===== config.mk =====
export PLATFORM = sky130hd
export DESIGN_NAME = xorshift_keystream_image_cipher_unit
export DESIGN_NICKNAME = d
export VERILOG_FILES = /design/src/rtl/core/xkic_pkg.sv /design/src/rtl/core/xkic_gen.sv /design/src/rtl/core/xorshift_keystream_image_cipher_unit.sv
export SDC_FILE = /design/constraint.sdc
export NUM_CORES = 2
export LEC_CHECK = 0
export BUFFER_PORTS_ARGS = -buffer_cell sky130_fd_sc_hd__buf_2
export CORE_MARGIN = 2
export CORE_UTILIZATION = 65
export CTS_CLUSTER_SIZE = 28
export DETAILED_ROUTE_END_ITERATION = 8
export GPL_ROUTABILITY_DRIVEN = 0
export PLACE_DENSITY_LB_ADDON = 0.12
export SLEW_MARGIN = 20
export SYNTH_ARGS = -nofsm -noshare
export SYNTH_HDL_FRONTEND = slang
export SYNTH_SLANG_ARGS = --single-unit

===== constraint.sdc =====
create_clock -name i_clk -period 15.98 [get_ports i_clk]
set_input_delay 3.196 -clock i_clk [delete_from_list [all_inputs] [get_ports i_clk]]
set_output_delay 3.196 -clock i_clk [all_outputs]
set_load 0.01 [all_outputs]

===== src/rtl/core/xkic_pkg.sv =====
`default_nettype none
// ----------------------------------------------------------------------------
// xkic_pkg
// Shared types, constants and the xorshift128 step for the keystream cipher.
// ----------------------------------------------------------------------------
package xkic_pkg;

    localparam int WORD_W    = 32;
    localparam int NUM_KEYS  = 8;
    localparam int KEY_IDX_W = $clog2(NUM_KEYS);
    localparam int ACTION_W  = 3;

    // xorshift128 shift amounts
    localparam int SH_A = 11;
    localparam int SH_B = 19;
    localparam int SH_C = 8;

    // Defaults for the top-level parameters
    localparam int DEF_WINDOW_FIRST  = 128;
    localparam int DEF_WINDOW_LEN    = 16;
    localparam int DEF_POSITION_BITS = 22;

    // Key register indexes; key A words then key B words
    localparam logic [KEY_IDX_W-1:0] KEY_A_W0 = KEY_IDX_W'(0);
    localparam logic [KEY_IDX_W-1:0] KEY_A_W1 = KEY_IDX_W'(1);
    localparam logic [KEY_IDX_W-1:0] KEY_A_W2 = KEY_IDX_W'(2);
    localparam logic [KEY_IDX_W-1:0] KEY_A_W3 = KEY_IDX_W'(3);
    localparam logic [KEY_IDX_W-1:0] KEY_B_W0 = KEY_IDX_W'(4);
    localparam logic [KEY_IDX_W-1:0] KEY_B_W1 = KEY_IDX_W'(5);
    localparam logic [KEY_IDX_W-1:0] KEY_B_W2 = KEY_IDX_W'(6);
    localparam logic [KEY_IDX_W-1:0] KEY_B_W3 = KEY_IDX_W'(7);

    typedef enum logic [ACTION_W-1:0] {
        ACT_DECRYPT   = 3'd0,
        ACT_REENCRYPT = 3'd1,
        ACT_SUM_A     = 3'd2,
        ACT_SUM_B     = 3'd3,
        ACT_SKIP      = 3'd4
    } t_action;

    typedef struct packed {
        logic [WORD_W-1:0] x;
        logic [WORD_W-1:0] y;
        logic [WORD_W-1:0] z;
        logic [WORD_W-1:0] w;
    } t_gen;

    typedef struct packed {
        logic step;
        logic reseed;
    } t_gen_ctrl;

    function automatic t_gen gen_step(input t_gen g);
        logic [WORD_W-1:0] t;
        t_gen              n;
        t   = g.x ^ (g.x << SH_A);
        n.x = g.y;
        n.y = g.z;
        n.z = g.w;
        n.w = (g.w ^ (g.w >> SH_B)) ^ t ^ (t >> SH_C);
        return n;
    endfunction

endpackage
`default_nettype wire


===== src/rtl/core/xkic_gen.sv =====
`default_nettype none
// ----------------------------------------------------------------------------
// xkic_gen
// One xorshift128 generator: state registers, reseed mux and one step.
// ----------------------------------------------------------------------------
module xkic_gen (
    input  wire                        i_clk,
    input  wire                        i_rst_n,
    input  wire xkic_pkg::t_gen_ctrl   i_ctrl,
    input  wire xkic_pkg::t_gen        i_seed,
    output logic [xkic_pkg::WORD_W-1:0] o_ks
);

    xkic_pkg::t_gen r_state;
    xkic_pkg::t_gen cur;
    xkic_pkg::t_gen n_state;

    always_comb begin
        cur     = i_ctrl.reseed ? i_seed : r_state;
        n_state = xkic_pkg::gen_step(cur);
    end

    assign o_ks = n_state.w;

    always_ff @(posedge i_clk) begin
        if (!i_rst_n) begin
            r_state <= '0;
        end else if (i_ctrl.step) begin
            r_state <= n_state;
        end
    end

endmodule
`default_nettype wire


===== src/rtl/core/xorshift_keystream_image_cipher_unit.sv =====
`default_nettype none
// ----------------------------------------------------------------------------
// xorshift_keystream_image_cipher_unit
// Positional xorshift128 cipher on 32-bit image words: decrypt, re-encrypt
// and checksum, with a pass-through window of word positions.
// ----------------------------------------------------------------------------
//  Channel  Handshake                   Payload
//  in       i_in_valid / o_in_ready     i_action, i_first_word, i_last_word,
//                                       i_data_word
//  out      o_out_valid / i_out_ready   o_out_word, o_sum_raw, o_sum_plain,
//                                       o_sum_ok, o_is_last
//  cfg      i_cfg_we                    i_cfg_index, i_cfg_data
//
//  One transaction per cycle unless the output stalls; the path runs through the input
//  register, then generator step, XOR and sum into the output register.
//  Checksum words other than the last and skip words give no result.
//  Reset (synchronous) clears keys, generators, position and sums.
//  A stalled output holds the input stage; the input register refills when free.
// ----------------------------------------------------------------------------
module xorshift_keystream_image_cipher_unit #(
    parameter int WINDOW_FIRST  = xkic_pkg::DEF_WINDOW_FIRST,
    parameter int WINDOW_LEN    = xkic_pkg::DEF_WINDOW_LEN,
    parameter int POSITION_BITS = xkic_pkg::DEF_POSITION_BITS
) (
    input  wire                              i_clk,
    input  wire                              i_rst_n,
    // configuration
    input  wire                              i_cfg_we,
    input  wire [xkic_pkg::KEY_IDX_W-1:0]    i_cfg_index,
    input  wire [xkic_pkg::WORD_W-1:0]       i_cfg_data,
    // input channel
    input  wire                              i_in_valid,
    output logic                             o_in_ready,
    input  wire [xkic_pkg::ACTION_W-1:0]     i_action,
    input  wire                              i_first_word,
    input  wire                              i_last_word,
    input  wire [xkic_pkg::WORD_W-1:0]       i_data_word,
    // output channel
    output logic                             o_out_valid,
    input  wire                              i_out_ready,
    output logic [xkic_pkg::WORD_W-1:0]      o_out_word,
    output logic [xkic_pkg::WORD_W-1:0]      o_sum_raw,
    output logic [xkic_pkg::WORD_W-1:0]      o_sum_plain,
    output logic                             o_sum_ok,
    output logic                             o_is_last
);

    localparam int W   = xkic_pkg::WORD_W;
    localparam int CMP_W = 34;

    // key registers
    logic [W-1:0] r_key [xkic_pkg::NUM_KEYS];

    always_ff @(posedge i_clk) begin
        if (!i_rst_n) begin
            for (int k = 0; k < xkic_pkg::NUM_KEYS; k++) begin
                r_key[k] <= '0;
            end
        end else if (i_cfg_we) begin
            r_key[i_cfg_index] <= i_cfg_data;
        end
    end

    // input register
    logic                            r_s1_valid;
    logic [xkic_pkg::ACTION_W-1:0]   r_s1_action;
    logic                            r_s1_first;
    logic                            r_s1_last;
    logic [W-1:0]                    r_s1_word;
    logic                            s1_go;

    assign s1_go      = r_s1_valid && (!o_out_valid || i_out_ready);
    assign o_in_ready = !r_s1_valid || s1_go;

    always_ff @(posedge i_clk) begin
        if (!i_rst_n) begin
            r_s1_valid <= 1'b0;
        end else if (o_in_ready) begin
            r_s1_valid <= i_in_valid;
        end
    end

    always_ff @(posedge i_clk) begin
        if (o_in_ready && i_in_valid) begin
            r_s1_action <= i_action;
            r_s1_first  <= i_first_word;
            r_s1_last   <= i_last_word;
            r_s1_word   <= i_data_word;
        end
    end

    // generators
    xkic_pkg::t_gen_ctrl gen_ctrl;
    xkic_pkg::t_gen      seed_a;
    xkic_pkg::t_gen      seed_b;
    logic [W-1:0]        ks_a;
    logic [W-1:0]        ks_b;

    always_comb begin
        gen_ctrl.step   = s1_go;
        gen_ctrl.reseed = r_s1_first;
        seed_a.x = r_key[xkic_pkg::KEY_A_W1];
        seed_a.y = r_key[xkic_pkg::KEY_A_W2];
        seed_a.z = r_key[xkic_pkg::KEY_A_W3];
        seed_a.w = r_key[xkic_pkg::KEY_A_W0];
        seed_b.x = r_key[xkic_pkg::KEY_B_W1];
        seed_b.y = r_key[xkic_pkg::KEY_B_W2];
        seed_b.z = r_key[xkic_pkg::KEY_B_W3];
        seed_b.w = r_key[xkic_pkg::KEY_B_W0];
    end

    xkic_gen u_gen_a (
        .i_clk   (i_clk),
        .i_rst_n (i_rst_n),
        .i_ctrl  (gen_ctrl),
        .i_seed  (seed_a),
        .o_ks    (ks_a)
    );

    xkic_gen u_gen_b (
        .i_clk   (i_clk),
        .i_rst_n (i_rst_n),
        .i_ctrl  (gen_ctrl),
        .i_seed  (seed_b),
        .o_ks    (ks_b)
    );

    // position and running sums
    logic [POSITION_BITS-1:0] r_pos;
    logic [W-1:0]             r_raw;
    logic [W-1:0]             r_plain;

    logic [POSITION_BITS-1:0] pos_cur;
    logic [CMP_W-1:0]         pos_ext;
    logic [CMP_W-1:0]         pos_off;
    logic                     win;
    logic [W-1:0]             raw_base;
    logic [W-1:0]             plain_base;
    logic [W-1:0]             ks_sel;
    logic [W-1:0]             plain_word;
    logic [W-1:0]             n_raw;
    logic [W-1:0]             n_plain;
    logic                     emit;
    logic [W-1:0]             n_out_word;
    logic [W-1:0]             n_sum_raw;
    logic [W-1:0]             n_sum_plain;
    logic                     n_sum_ok;

    always_comb begin
        pos_cur    = r_s1_first ? '0 : r_pos;
        pos_ext    = CMP_W'(pos_cur);
        pos_off    = pos_ext - CMP_W'(WINDOW_FIRST);
        win        = (pos_ext >= CMP_W'(WINDOW_FIRST)) && (pos_off < CMP_W'(WINDOW_LEN));
        raw_base   = r_s1_first ? '0 : r_raw;
        plain_base = r_s1_first ? '0 : r_plain;

        ks_sel     = (xkic_pkg::t_action'(r_s1_action) == xkic_pkg::ACT_SUM_A) ? ks_a : ks_b;
        plain_word = win ? r_s1_word : (r_s1_word ^ ks_sel);

        n_raw       = raw_base;
        n_plain     = plain_base;
        emit        = 1'b0;
        n_out_word  = '0;
        n_sum_raw   = '0;
        n_sum_plain = '0;
        n_sum_ok    = 1'b0;

        unique case (xkic_pkg::t_action'(r_s1_action))
            xkic_pkg::ACT_DECRYPT: begin
                emit       = 1'b1;
                n_out_word = win ? r_s1_word : (r_s1_word ^ ks_b);
            end
            xkic_pkg::ACT_REENCRYPT: begin
                emit       = 1'b1;
                n_out_word = win ? r_s1_word : (r_s1_word ^ ks_a ^ ks_b);
            end
            xkic_pkg::ACT_SUM_A, xkic_pkg::ACT_SUM_B: begin
                n_raw       = raw_base + r_s1_word;
                n_plain     = plain_base + plain_word;
                emit        = r_s1_last;
                n_sum_raw   = n_raw;
                n_sum_plain = n_plain;
                n_sum_ok    = (n_plain == '0);
            end
            default: begin
                // skip: advance only
                emit = 1'b0;
            end
        endcase
    end

    always_ff @(posedge i_clk) begin
        if (!i_rst_n) begin
            r_pos   <= '0;
            r_raw   <= '0;
            r_plain <= '0;
        end else if (s1_go) begin
            r_pos   <= pos_cur + POSITION_BITS'(1);
            r_raw   <= n_raw;
            r_plain <= n_plain;
        end
    end

    // output register
    always_ff @(posedge i_clk) begin
        if (!i_rst_n) begin
            o_out_valid <= 1'b0;
        end else if (s1_go) begin
            o_out_valid <= emit;
        end else if (i_out_ready) begin
            o_out_valid <= 1'b0;
        end
    end

    always_ff @(posedge i_clk) begin
        if (s1_go && emit) begin
            o_out_word  <= n_out_word;
            o_sum_raw   <= n_sum_raw;
            o_sum_plain <= n_sum_plain;
            o_sum_ok    <= n_sum_ok;
            o_is_last   <= r_s1_last;
        end
    end

    // checks
    a_out_held: assert property (@(posedge i_clk) disable iff (!i_rst_n)
        o_out_valid && !i_out_ready |=> o_out_valid)
        else $error("pending transaction dropped from output register");

    a_decrypt_emits: assert property (@(posedge i_clk) disable iff (!i_rst_n)
        s1_go && (r_s1_action == xkic_pkg::ACT_DECRYPT ||
                  r_s1_action == xkic_pkg::ACT_REENCRYPT) |=> o_out_valid)
        else $error("cipher word produced no result");

    a_first_restarts: assert property (@(posedge i_clk) disable iff (!i_rst_n)
        s1_go && r_s1_first |=> r_pos == POSITION_BITS'(1))
        else $error("position did not restart on first word");

    a_sum_ok: assert property (@(posedge i_clk) disable iff (!i_rst_n)
        o_out_valid && o_sum_ok |-> o_sum_plain == '0)
        else $error("sum_ok set with nonzero decrypted sum");

endmodule
`default_nettype wire

* Word-level counts from Yosys, hierarchy flattened *
Memories as Yosys holds them, arrays and structs flattened.
Index checks and enable logic that the tools add are counted.

storage, ports and cells
  register bits = 479
  memory bits (writable) = 256
  memories kept = 1
  word-level logic and storage cells = 80
  memory bits (read-only) = 0
  input bits = 77
  latch bits = 0

memory list
  name   depth  width  read ports  clocked after memory_dff  wr ports  line                                        source
  r_key  8      32     8           0                         8         xorshift_keystream_image_cipher_unit.sv:52  logic [W-1:0] r_key [xkic_pkg::NUM_KEYS];

cells by class
  div/mod/pow operators = 0
  shift operators = 0
  multipliers = 0
  bitwise operators = 12
  reduce and logical (&&, ||, !) cells = 14
  order comparisons = 2
  multiplexer cells = 22
  $add $sub $neg = 4
  eq/ne operators = 3

operators by type and width
  operator                                                                              count
  32-bit 2-to-1 mux                                                                     9
  128-bit 2-to-1 mux                                                                    2
  32-bit XOR                                                                            8
  32-bit adder                                                                          2
  32-bit case mux with 2 select lines                                                   1
  32-bit by 13-bit XOR with 32-bit output                                               2
  32-bit by 24-bit XOR with 32-bit output                                               2
  34-bit by 5-bit less-than comparator with 1-bit output, second input constant         1
  32-bit zero test                                                                      1
  32-bit OR reduction                                                                   1
  22-bit by 8-bit subtractor with 23-bit output, second input constant                  1
  22-bit by 1-bit adder with 22-bit output, second input constant                       1
  22-bit by 8-bit greater-or-equal comparator with 1-bit output, second input constant  1
  22-bit 2-to-1 mux                                                                     1
  1-bit 2-to-1 mux                                                                      7
  3-bit by 2-bit == test with 1-bit output, second input constant                       2
  1-bit logical AND                                                                     4
  2-bit OR reduction                                                                    2
  3-bit by 1-bit == test with 1-bit output, second input constant                       1
  3-bit zero test                                                                       1
  3-bit 2-to-1 mux                                                                      1
  1-bit zero test                                                                       2
  1-bit logical OR                                                                      2
  1-bit case mux with 2 select lines                                                    1
  2-bit nonzero test                                                                    1

* Logic depth before layout (Yosys ltp) *
An unclocked memory read counts as a cell.

  word-level depth = 10
  depth in mapped cells = 26

* Cells and area by module *
Synthesis repeated with hierarchy kept, for this count alone.

unflattened totals
  cell total of the unflattened synthesis = 3,562
  area, all modules = 38,142.8 um^2

by module, submodules not included
  module                                cells an instance  times used  area each (um^2)
  xorshift_keystream_image_cipher_unit  2,060              1           23,156.0
  xkic_gen                              751                2           7,493.4

* Worst setup path before layout *
Ideal clock, no wire load.

  path type = input port to flip-flop
  start point = input i_out_ready
  end point = register o_is_last, enable pin
  required time = 15.303 ns
  path slack = 4.787 ns
  stages = 5
  buffers on the path = 2
  setup time = 0.677 ns
  data arrival time = 10.517 ns
  cells stage by stage = nor2b_1 nand2b_1 clkbuf_1 clkbuf_1 nor3_1

between the ends
  longest elaborated chain between the ends = 3

RTL lines
  item                  line                                         source
  start, declared       xorshift_keystream_image_cipher_unit.sv:40   input wire i_out_ready,
  1-bit logical OR      xorshift_keystream_image_cipher_unit.sv:72   assign s1_go = r_s1_valid && (!o_out_valid || i_out_ready);
  1-bit logical AND     xorshift_keystream_image_cipher_unit.sv:72
  1-bit logical AND     xorshift_keystream_image_cipher_unit.sv:216  if (s1_go && emit) begin
  end signal, assigned  xorshift_keystream_image_cipher_unit.sv:221  o_is_last <= r_s1_last;
  end, declared         xorshift_keystream_image_cipher_unit.sv:45   output logic o_is_last

No other way between the ends.
A chain may end at the register's enable or synchronous reset.

* Final worst setup path *
  start point = input i_out_ready
  end point = output o_in_ready

between the ends
  longest elaborated chain between the ends = 3

RTL lines
  item               line                                        source
  1-bit logical OR   xorshift_keystream_image_cipher_unit.sv:72
  1-bit logical AND  xorshift_keystream_image_cipher_unit.sv:72
  1-bit logical OR   xorshift_keystream_image_cipher_unit.sv:73  assign o_in_ready = !r_s1_valid || s1_go;
  end, declared      xorshift_keystream_image_cipher_unit.sv:33  output logic o_in_ready,

No other way between the ends.

==> run metrics <==
status finished, final reports clean; post-synthesis cell type count between 70 and 80; CP endpoint kind primary output; DR pass1 iterations 7; RSZ-0062 raised after global routing no; Syn-to-layout area delta 11.2%; Seq/Total Area, Yosys about half; Max Cap Viol 0; Final HPWL DP approximately 66 mm; fmax between 100 and 150 MHz; Synth Instances 3550; initial antenna violation count 9; LEAKAGE about 0.018 uW; Worst Path Max Fanout 5; met1 Usage GRT between 40 and 50%; CTS Buf Count just under 80; CTS tree done; crit path time final around 7.1 ns; input/output buffers between 150 and 200; CTS sink cnt roughly 740; vias in the first global route 27000; Routed WL ~100 mm; largest cells by area after synthesis edfxtp_1 32%, dfxtp_1 19%, xnor2_1 6.0%; overall power roughly 5000 uW; Least-Margin Pin Slew around 1.2 ns; Antenna Nets Post-Route 0; synthesized area ~37000 um2; GRT Util Overall between 30% and 40%; met2 Use GR about 54%; CP arrival roughly 3.9 ns; Hold Buf Count CTS 0; Mapped Nets 3697; die width around 240 um; Hold/Removal Path Class register to register; M3 GR Usage 5.46%; worst ir drop on vdd ~84 uV; post-synth top area share a little under a third; Reg clk slew, reported paths around 0.060 ns; busiest grt layer met2; Rows 87; Core ar. around 56000 um2; die footprint roughly 60000 um2; Resized Gates After CTS 0; cell taking the most area after synthesis edfxtp_1; synthesized area per cell 10.4 um2; crit path launch type primary input; routed length per placed instance 22.4 um; share of layout cells above drive strength 1 between 10% and 20%; commonest non-fill, non-tap cell in the layout nand2_1; Worst Path Required about 13 ns; Power Density ~120 nW/um2; Cell Chain, Critical Path buf_2 > nor2b_1 > nand2_1 > buf_2; DRC errors left 0; # fillers approximately 4000; CTS root buf clkbuf_16; Nets around 3800; synth warn 0; DR iter-0 viols 2586; count of final setup violators 0; initial core utilization 65.7%; vias per inst approximately 6.1; Clock Tree Buf Depth 3; worst skew pair latency between 0.6 and 0.7 ns; Worst path slowest cell nor2b_1; commonest non-fill, non-tap cells in the layout 400 x nand2_1, 391 x edfxtp_1, 344 x dfxtp_1; crit-path max cell delay about 0.36 ns; setup tns final 0 ns; Die Height approximately 240 um; final hold viol count 0; largest net degree at the start of global routing about 230; final slew viol count 0; Worst slew margin about a fifth; # IOs between 150 and 200; clk_skew approximately 0.013 ns; Remaining Overflow, GRT 0; Yosys reg bits 735; CP dominant cell by count buf_2; Via Count about 27000; asr flop ratio synth 0%; Post-synth EDFFs about 400; buffer count from post-CTS setup fixing 0; fin crit share between 40 and 50%; crit path kind primary input to primary output; Clock H-tree levels 3; first-pass GRT wire length 153 mm; Top FF cell, synth edfxtp_1
-- Yosys cell counts, drive strengths merged, types with 15 or more instances --
cell      n
a21oi   122
mux2i   194
a22oi    26
xor2    161
xnor2   255
o211a   216
a21boi   15
inv      27
o21ai   133
nor2    276
dfxtp   344
o211ai   33
nor3b    23
nor2b   101
ha       68
a21o     23
nand3    26
clkbuf  170
edfxtp  391
nand2   401
nor3     21
buf      43
and2    325
-- registers in the layout (all words and copies together) (netlist names) --
signal,count
o_is_last,1
o_out_valid,1
o_out_word,32
o_sum_ok,1
o_sum_plain,32
o_sum_raw,32
r_key,256
r_plain,32
r_pos,22
r_raw,32
r_s1_action,3
r_s1_first,1
r_s1_last,1
r_s1_valid,1
r_s1_word,32
u_gen_a.r_state,128
u_gen_b.r_state,128
-- power by group --
part	total [uW]	switching, uW	internal (uW)	leakage (uW)
Sequential	2180	76.1	2100	0.00660
Combinational	980	617	363	0.0104
Clock	1820	768	1050	0.00125
Total	4980	1460	3510	0.0183
-- per-stage QoR --
| step | cell area, um2 | std cells | hold slack [ns] | utilization (%) | setup slack (ns) |
|---|---|---|---|---|---|
| final | 41100 | 4467 | 0.447 | 73.1 | 8.85 |
| after CTS | 41100 | 4464 | 0.450 | 73.1 | 8.83 |
| after floorplan | 37000 | 3550 | 0.417 | - | 4.79 |
| after global routing | 41100 | 4467 | 0.482 | 73.1 | 8.76 |
| after global placement | 38600 | 4320 | 0.430 | 68.5 | 8.86 |
| after detailed placement | 38600 | 4320 | 0.437 | 68.5 | 8.84 |
-- layout make-up --
type / count / area (um2) / share of cell area (%)
Clock buffer: 101 / 2130 / 5.18
Tap cell: 756 / 946 / 2.30
Inverter: 27 / 103 / 0.249
Timing Repair Buffer: 227 / 1300 / 3.16
Clock inverter: 43 / 433 / 1.05
Sequential cell: 735 / 18600 / 45.3
Antenna cell: 3 / 7.51 / 0.0182
Multi-Input combinational cell: 2575 / 17600 / 42.8
-- cells by family after synthesis --
family	Yosys count	synth area share [%]
DFF	735	50.4
muxes	194	5.25
adders and majority gates	70	2.41
AOI/OAI and AO/OA	643	13.0
and+or+nand+nor	1252	16.7
xor gates and xnor gates	416	9.85
buffers and inverters	240	2.51
-- metal layers --
layer	vias up	routed length, um
met3	284	8180
met5	-	11
met4	2	5190
met2	1245	46100
met1	13200	40400
li1	12600	-
-- critical path: cells and delay by family --
family                 cells  cell delay [ns]
AND/OR/NAND/NOR            2             0.48
buffers and inverters      2             0.26
-- final timing paths --
check | end | cells past startpoint | from | slack (ns)
max | o_in_ready | 4 | i_out_ready | 8.85
min | r_raw[19] | 2 | r_raw[19] | 0.45
max reg2reg | o_sum_ok | 20 | r_s1_first | 9.30
min reg2reg | r_raw[19] | 2 | r_raw[19] | 0.45
No activity file was read; power rests on OpenSTA's default activity.
